[src/ajb_pkg.sv]
// ----------------------------------------------------------------------------
// ajb_pkg
// Shared types, codes and reset constants of the adaptive jitter buffer control.
// ----------------------------------------------------------------------------
package ajb_pkg;

  localparam int unsigned CapacityDef   = 96;

  localparam logic [6:0]  FrameMsRst    = 7'd20;
  localparam logic [10:0] TargetMinRst  = 11'd60;
  localparam logic [11:0] TargetMaxRst  = 12'd200;
  localparam logic [3:0]  MaxConcealRst = 4'd8;

  typedef enum logic [1:0] {
    ACT_ARRIVE = 2'd0,
    ACT_PLAY   = 2'd1,
    ACT_FLUSH  = 2'd2
  } ajb_action_e;

  typedef enum logic [3:0] {
    OC_STORED   = 4'd0,
    OC_LATE     = 4'd1,
    OC_EVICT    = 4'd2,
    OC_PRIMING  = 4'd3,
    OC_PLAY     = 4'd4,
    OC_SILENCE  = 4'd5,
    OC_CONCEAL  = 4'd6,
    OC_NO_FRAME = 4'd7,
    OC_FLUSHED  = 4'd8
  } ajb_outcome_e;

  typedef enum logic [1:0] {
    REG_FRAME_MS    = 2'd0,
    REG_TARGET_MIN  = 2'd1,
    REG_TARGET_MAX  = 2'd2,
    REG_MAX_CONCEAL = 2'd3
  } ajb_reg_e;

  typedef enum logic [1:0] {
    ST_IDLE,
    ST_SWEEP,
    ST_FINISH
  } ajb_state_e;

  typedef enum logic [1:0] {
    EST_IDLE,
    EST_DIFF,
    EST_JIT,
    EST_TGT
  } ajb_est_e;

  typedef struct packed {
    logic [1:0]  action;
    logic [31:0] seq_num;
    logic [31:0] payload_handle;
    logic        is_silence;
    logic [47:0] arrival_ms;
  } ajb_in_t;

  typedef struct packed {
    logic [3:0]  outcome;
    logic [31:0] play_handle;
    logic [11:0] target_delay_ms;
    logic [15:0] jitter_ms;
    logic [6:0]  queued_count;
  } ajb_out_t;

  typedef struct packed {
    logic [31:0] seq;
    logic [31:0] handle;
    logic        quiet;
  } ajb_slot_t;

  typedef struct packed {
    logic done;
    logic hit;
    logic any;
    logic free_ok;
  } ajb_srch_t;

endpackage

[src/ajb_estimator.sv]
// ----------------------------------------------------------------------------
// ajb_estimator
// Inter-arrival jitter smoothing and adaptive target delay, three steps in all.
// ----------------------------------------------------------------------------
module ajb_estimator (
  input  logic        clk_i,
  input  logic        rst_ni,
  input  logic        start_i,
  input  logic [47:0] now_i,
  input  logic [6:0]  frame_i,
  input  logic [10:0] tmin_i,
  input  logic [11:0] tmax_i,
  output logic        busy_o,
  output logic [15:0] jitter_o,
  output logic [11:0] target_o
);
  import ajb_pkg::*;

  ajb_est_e    phase_q, phase_d;
  logic [47:0] last_q;
  logic        seen_q;
  logic [48:0] x_q;
  logic [15:0] jit_q;
  logic [11:0] tgt_q;

  logic [47:0] diff;
  logic [47:0] dev;
  logic [48:0] jsum;
  logic [17:0] hi_raw;
  logic [11:0] hi, wanted;
  logic [16:0] blend;

  always_comb begin
    phase_d = phase_q;
    unique case (phase_q)
      EST_IDLE: if (start_i) phase_d = EST_DIFF;
      EST_DIFF: phase_d = seen_q ? EST_JIT : EST_IDLE;
      EST_JIT:  phase_d = EST_TGT;
      EST_TGT:  phase_d = EST_IDLE;
      default:  phase_d = EST_IDLE;
    endcase
  end

  always_comb begin
    diff   = now_i - last_q;
    dev    = x_q[48] ? 48'(-x_q) : x_q[47:0];
    jsum   = 49'({jit_q, 3'b000} - {3'b000, jit_q}) + {1'b0, dev};
    hi_raw = 18'(tmin_i) + 18'({jit_q, 1'b0});
    hi     = (hi_raw > 18'(tmax_i)) ? tmax_i : hi_raw[11:0];
    wanted = (hi < 12'(tmin_i)) ? 12'(tmin_i) : hi;
    blend  = 17'({tgt_q, 4'b0000}) - 17'(tgt_q) + 17'(wanted);
  end

  always_ff @(posedge clk_i or negedge rst_ni) begin
    if (!rst_ni) begin
      phase_q <= EST_IDLE;
      last_q  <= '0;
      seen_q  <= 1'b0;
      jit_q   <= '0;
      tgt_q   <= 12'(TargetMinRst);
    end else begin
      phase_q <= phase_d;
      unique case (phase_q)
        EST_DIFF: begin
          last_q <= now_i;
          seen_q <= 1'b1;
        end
        EST_JIT: begin
          jit_q <= (jsum[48:19] != '0) ? 16'hFFFF : jsum[18:3];
        end
        EST_TGT: begin
          tgt_q <= (wanted > tgt_q) ? wanted : blend[15:4];
        end
        default: ;
      endcase
    end
  end

  // Signed interval minus one frame.
  always_ff @(posedge clk_i) begin
    if (phase_q == EST_DIFF) begin
      x_q <= {diff[47], diff} - {42'b0, frame_i};
    end
  end

  assign busy_o   = (phase_q != EST_IDLE);
  assign jitter_o = jit_q;
  assign target_o = tgt_q;

endmodule

[config.mk]
export PLATFORM = sky130hd
export DESIGN_NAME = ajb_estimator
export DESIGN_NICKNAME = d
export VERILOG_FILES = /design/src/ajb_pkg.sv /design/src/ajb_estimator.sv
export SDC_FILE = /design/constraint.sdc
export NUM_CORES = 1
export LEC_CHECK = 0
export BUFFER_PORTS_ARGS = -buffer_cell sky130_fd_sc_hd__buf_4
export CAP_MARGIN = 20
export CORE_UTILIZATION = 63
export CTS_CLUSTER_SIZE = 25
export DETAILED_ROUTE_END_ITERATION = 8
export GPL_TIMING_DRIVEN = 0
export PLACE_DENSITY_LB_ADDON = 0.2
export SKIP_CTS_REPAIR_TIMING = 1
export SLEW_MARGIN = 20
export SYNTH_ARGS = -nofsm -noshare
export SYNTH_HDL_FRONTEND = slang
export SYNTH_SLANG_ARGS = --single-unit
[constraint.sdc]
create_clock -name clk_i -period 11.4 [get_ports clk_i]
set_input_delay 3.42 -clock clk_i [delete_from_list [all_inputs] [get_ports clk_i]]
set_output_delay 3.42 -clock clk_i [all_outputs]
set_load 0.03 [all_outputs]
---- After elaboration in Yosys (flattened, before gate mapping) ----
Cells that the tools add are included.
word-level totals
  flip-flop bits (word level) ............. 128
  bits of input ports ..................... 81
  output and inout bits ................... 29
cells by class
  add/sub/neg operators ................... 8
  magnitude comparators ................... 3
  equality and inequality tests ........... 4
  muxes and demuxes ....................... 8
  reduce and logical (&&, ||, !) cells .... 3
operators by type and width
  operator                                              number
  adder 49 x 48 -> 49 bit                               1
  subtractor 48 x 8 -> 49 bit                           1
  2-to-1 mux 48 bit                                     1
  negator 48 bit                                        1
  subtractor 48 bit                                     1
  2-to-1 mux 12 bit                                     3
  nonzero test 30 bit                                   1
  subtractor 19 x 16 -> 20 bit                          1
  adder 11 x 17 -> 18 bit                               1
  greater-than comparator 18 x 12 -> 1 bit              1
  adder 16 x 12 -> 16 bit                               1
  2-to-1 mux 16 bit                                     1
  subtractor 16 x 12 -> 16 bit                          1
  greater-than comparator 12 bit                        1
  less-than comparator 12 x 11 -> 1 bit                 1
  case mux 2 bit (4 select lines)                       1
  equality test 2 bit (second input constant)           2
  2-to-1 mux 2 bit                                      2
  equality test 2 x 1 -> 1 bit (second input constant)  1
  zero test 2 bit                                       1
  != test 2 bit (second input constant)                 1
  nonzero test 2 bit                                    1

---- Longest topological paths before layout ----
  word-level depth ........................ 7
  gate-level depth with buffers ........... 39
  mapped depth without buffers ............ 37

---- Least setup slack after synthesis ----
Ideal clock, no wire load.
  path kind ............................... input to register
  from .................................... input port tmin_i[1]
  to ...................................... register tgt_q[10], in the netlist target_o[10]
  library setup time ...................... 134 ps
  arrival ................................. 10769 ps
  slack ................................... 497 ps
  stages .................................. 35
  path through ............................ ha_1 > fa_1 > a21oi_1 > nor2_1 > or4_1 > a31o_2 > a211oi_1 > nor2_1 > ha_1 > and2_0 > a221oi_1 > a41o_1 > nand3_1 > clkbuf_1 > mux2_2 > ha_1 > a21o_1 > a21o_1 > a21oi_1 > o21ai_0 > a211o_1 > clkbuf_1 > mux2i_1 > fa_1 > inv_1 > ha_1 > a21boi_0 > o31ai_1 > a211oi_1 > o31ai_1 > nand2b_1 > a21oi_1 > xnor2_1 > a22oi_1 > o21ai_0
on the way
  cells in the longest elaborated chain, start to end .. 7
  elaborated cells on any way between the ends .. 8
  classes of those cells .................. 2 x add/sub; 3 x order compare; 3 x mux
ends and longest elaborated chain
  element                                                                           line                                      RTL
  from (decl)                                                                       ajb_estimator.sv:11                       input logic [10:0] tmin_i,
  adder 11 x 17 -> 18 bit                                                           ajb_estimator.sv:48                       hi_raw = 18'(tmin_i) + 18'({jit_q, 1'b0});
  greater-than comparator 18 x 12 -> 1 bit                                          ajb_estimator.sv:49                       hi = (hi_raw > 18'(tmax_i)) ? tmax_i : hi_raw[11:0];
  2-to-1 mux 12 bit                                                                 ajb_estimator.sv:49
  less-than comparator 12 x 11 -> 1 bit                                             ajb_estimator.sv:50                       wanted = (hi < 12'(tmin_i)) ? 12'(tmin_i) : hi;
  2-to-1 mux 12 bit *                                                               ajb_estimator.sv:50
  adder 16 x 12 -> 16 bit / greater-than comparator 12 bit (equally long branches)  ajb_estimator.sv:51, ajb_estimator.sv:72
  2-to-1 mux 12 bit *                                                               ajb_estimator.sv:72                       tgt_q <= (wanted > tgt_q) ? wanted : blend[15:4];
  to (signal assigned)                                                              ajb_estimator.sv:60                       tgt_q <= 12'(TargetMinRst);
  to (signal assigned)                                                              ajb_estimator.sv:72
  to (decl)                                                                         ajb_estimator.sv:24                       logic [11:0] tgt_q;
Mark *: on every way between the ends. The rest lies on a longest branch, timed or not.
A chain may end at the register's enable or synchronous reset.

---- Worst setup path in the final report ----
Ends and elaborated chain as after synthesis.

==> flow_summary.yaml <==
hold_path:
  worstHoldStart: "seen_q$_DFFE_PN0N_"
  min_to: "seen_q$_DFFE_PN0N_"
  hold_depth: 1
  min_path_type: "flop to flop"
pwr:
  clock_power_share_pct: 9.5
  p_seq_share_pct: 16.5
  p_int_mw: 2.75
  leakagePower_nw: 7.85
  p_comb_share_pct: 74.0
  power_density_nw_per_um2: 323
  finalPower_mw: 5.70
  power_switching_mw: 2.95
  peakVddDrop_uv: 147
  switching_share_pct: 51.8
clocking:
  clock_sinks: 128
  path_clk_slew_ps: 60
  cts_buffer_depth: 2
  root_buffer: "clkbuf_16"
  h-tree-depth: 4
  cts_tree: "yes"
  clkLatencyLatePin_ps: 430
  numCtsBuffers: 17
placed_design:
  place_inst: 2405
  place.gp.congestion: 0.996
  dpl_cell_area_um2: 16900
  io_buffers: 109
  dp_hpwl_um: 33000
critical_path:
  path_max_fanout: 10
  start_kind: "input pin"
  r2r_start: "jitter_o[0]$_DFFE_PN0P_"
  cp_slowest_cell: "or4_1"
  crit_arrival_ps: 11350
  cpMostUsedCell: "ha_1"
  ff2ff_setup_slack_ps: 2900
  rr_endpoint: "target_o[10]$_DFFE_PN0N_"
  end_kind: "flop"
  slowest_delay_ps: 530
  worst_ep_required_time_ps: 11690
  reg2reg_depth: 33
  crit_type: "input pin to flop"
grt:
  grt_pass1_wl_um: 67900
  grt_overflow: 0
  grt_max_degree: 80
  antenna_found_initial: 0
  grt_pass1_vias: 14300
  grt_usage_pct: 32.3
timing:
  min_period_over_period_pct: 97.0
  slew_viol_final: 0
  clock_skew_ps: 12.7
  relSlewSlack_pct: 41.0
  fin_setup_tns_ps: 0
  fmax_mhz: 90.4
  final_hold_viol_count: 0
  tightest_slew_ps: 863
  period_needed_ps: 11060
  setup_viol: 0
detailed_routing:
  first_iter_violations: 1011
  antenna_left: 0
  vias: 15000
  drt-vias-per-instance: 6.17
  post_drt_wl_per_cell_um: 17.0
  drc: 0
  wl_um: 41600
  dr.pass1.iters: 5
yosys:
  avgSynthCellArea_um2: 7.96
  ys_seq_area_share_pct: 22.0
  synth_warnings: 0
  ys_seq_elements: 128
  ys.flop_type: "dfrtp_1"
  synthCells: 1970
  ys_types: 92
  synth_edf_count: 49
  synthArstFlopShare_pct: 61.7
  syn-num-nets: 2237
  synth_area_um2: 15700
die:
  initial_core_util_pct: 64.3
  io_pins: 110
  row_count: 57
  die_w_um: 160
  fp.coreArea_um2: 24400
  die_y_um: 160
  die_area_um2: 25500
layout:
  drive_above_1_share_pct: 11.5
  num-nets-final: 2369
  antenna_cells: 0
  layout.cells.non_filler: 2439
  fillers: 1981
  final_design_area_no_fill_um2: 17600
  area_growth_pct: 12.5
status:
  status: "completed"
run:
  cap_viol_max_count: 0
## worst max-delay path by stage
| stage | start | to | slack, ps |
|---|---|---|---|
| final | tmin_i[1] | target_o[10]$_DFFE_PN0N_ | 340 |
| after global routing | tmin_i[1] | target_o[10]$_DFFE_PN0N_ | -0.6 |
| after CTS | tmin_i[1] | target_o[8]$_DFFE_PN0N_ | -600 |
| after detailed placement | tmin_i[1] | target_o[8]$_DFFE_PN0N_ | -1000 |
| after global placement | tmin_i[1] | target_o[8]$_DFFE_PN0N_ | -750 |
| after floorplan | tmin_i[1] | target_o[10]$_DFFE_PN0N_ | 500 |
## Yosys cell counts, drive strengths merged (15+ instances only)
library cell / number / area (µm²)
a211o: 15 / 131
o21a: 15 / 114
edfxtp: 49 / 1470
nand3: 40 / 205
or2: 19 / 119
mux2: 19 / 214
nand2: 180 / 676
nand4: 35 / 219
ha: 174 / 2180
xnor2: 123 / 1080
xor2: 53 / 464
a211oi: 16 / 120
o21bai: 20 / 150
nor2b: 19 / 119
a21oi: 163 / 823
o31ai: 22 / 189
nor2: 129 / 484
a31oi: 16 / 100
o21ai: 162 / 815
nor4: 18 / 143
or4: 15 / 128
or3: 25 / 161
dfrtp: 75 / 1880
inv: 176 / 661
clkbuf: 60 / 225
a21o: 65 / 488
nor3: 29 / 150
## state kept, by name, summed over array words and instances (netlist names), named ones only
name and count:
x_q 49, last_q 48, jitter_o 16, target_o 12, phase_q 1, seen_q 1
## final cells by class
class | instances | area, µm² | area share [%]
flip-flops and latches | 128 | 3450 | 19.6
multi-input cells | 1599 | 11400 | 64.8
clock buffers | 20 | 468 | 2.65
clock inverters | 12 | 106 | 0.603
repair buffers | 113 | 855 | 4.84
inverters | 176 | 661 | 3.75
plain buffers | 67 | 265 | 1.50
well taps | 324 | 405 | 2.30
## metrics by stage
stage | worst slack (ps) | util [%] | hold slack [ps]
final | 338 | 72.3 | 489
after global routing | -0.648 | 72.3 | 516
after CTS | -599 | 71.8 | 483
after detailed placement | -1000 | 69.5 | 470
after global placement | -751 | 69.3 | 452
after floorplan | 497 | - | 440
## layer usage
layer  vias up  routed length, µm  share of wire [%]  GRT usage, %
met5         -                  0                  0             0
met4         0               1170                2.8          11.7
met3        95               1700                4.1          3.32
met2       463              19400                 47          54.0
met1      7057              19300                 46          43.2
li1       7426                  -                  -             -
## power groups by stage
stage               clock, mW  combinational, mW  sequential [mW]
floorplan                   0               3.11            0.948
global placement            0               3.95            0.935
detailed placement          0               4.05            0.946
CTS                     0.542               4.09            0.938
global route            0.562               4.66            0.965
finish                  0.540               4.22            0.943
## worst max-delay path, delay by kind of cell
kind            cells  cell delay [ps]
compound gates     16             3520
xor+xnor            1               80
fa+ha+maj           6             1990
buf+inv             3              380
mux                 2              550
simple gates        6             1370
## cell usage in the layout, fill, tap and decap left out, drive strengths merged, types with 35 or more instances in the layout
| master | count |
|---|---|
| a21oi | 163 |
| nand3 | 40 |
| xnor2 | 123 |
| edfxtp | 49 |
| a21o | 65 |
| ha | 174 |
| xor2 | 53 |
| buf | 120 |
| nand4 | 35 |
| clkbuf | 80 |
| dfrtp | 75 |
| nand2 | 180 |
| inv | 178 |
| o21ai | 162 |
| nor2 | 129 |
## cell families (layout without fill, tap and decap cells)
kind of cell	Yosys count	count (layout)	synth area share [%]
mux	31	31	2.13
compound gates	612	612	25.2
xor+xnor	176	176	9.83
flops	128	128	22.0
simple gates	594	594	19.5
fa+ha+maj	186	186	15.4
buf+inv	243	388	5.85
Power figures use the tool's default switching activity.
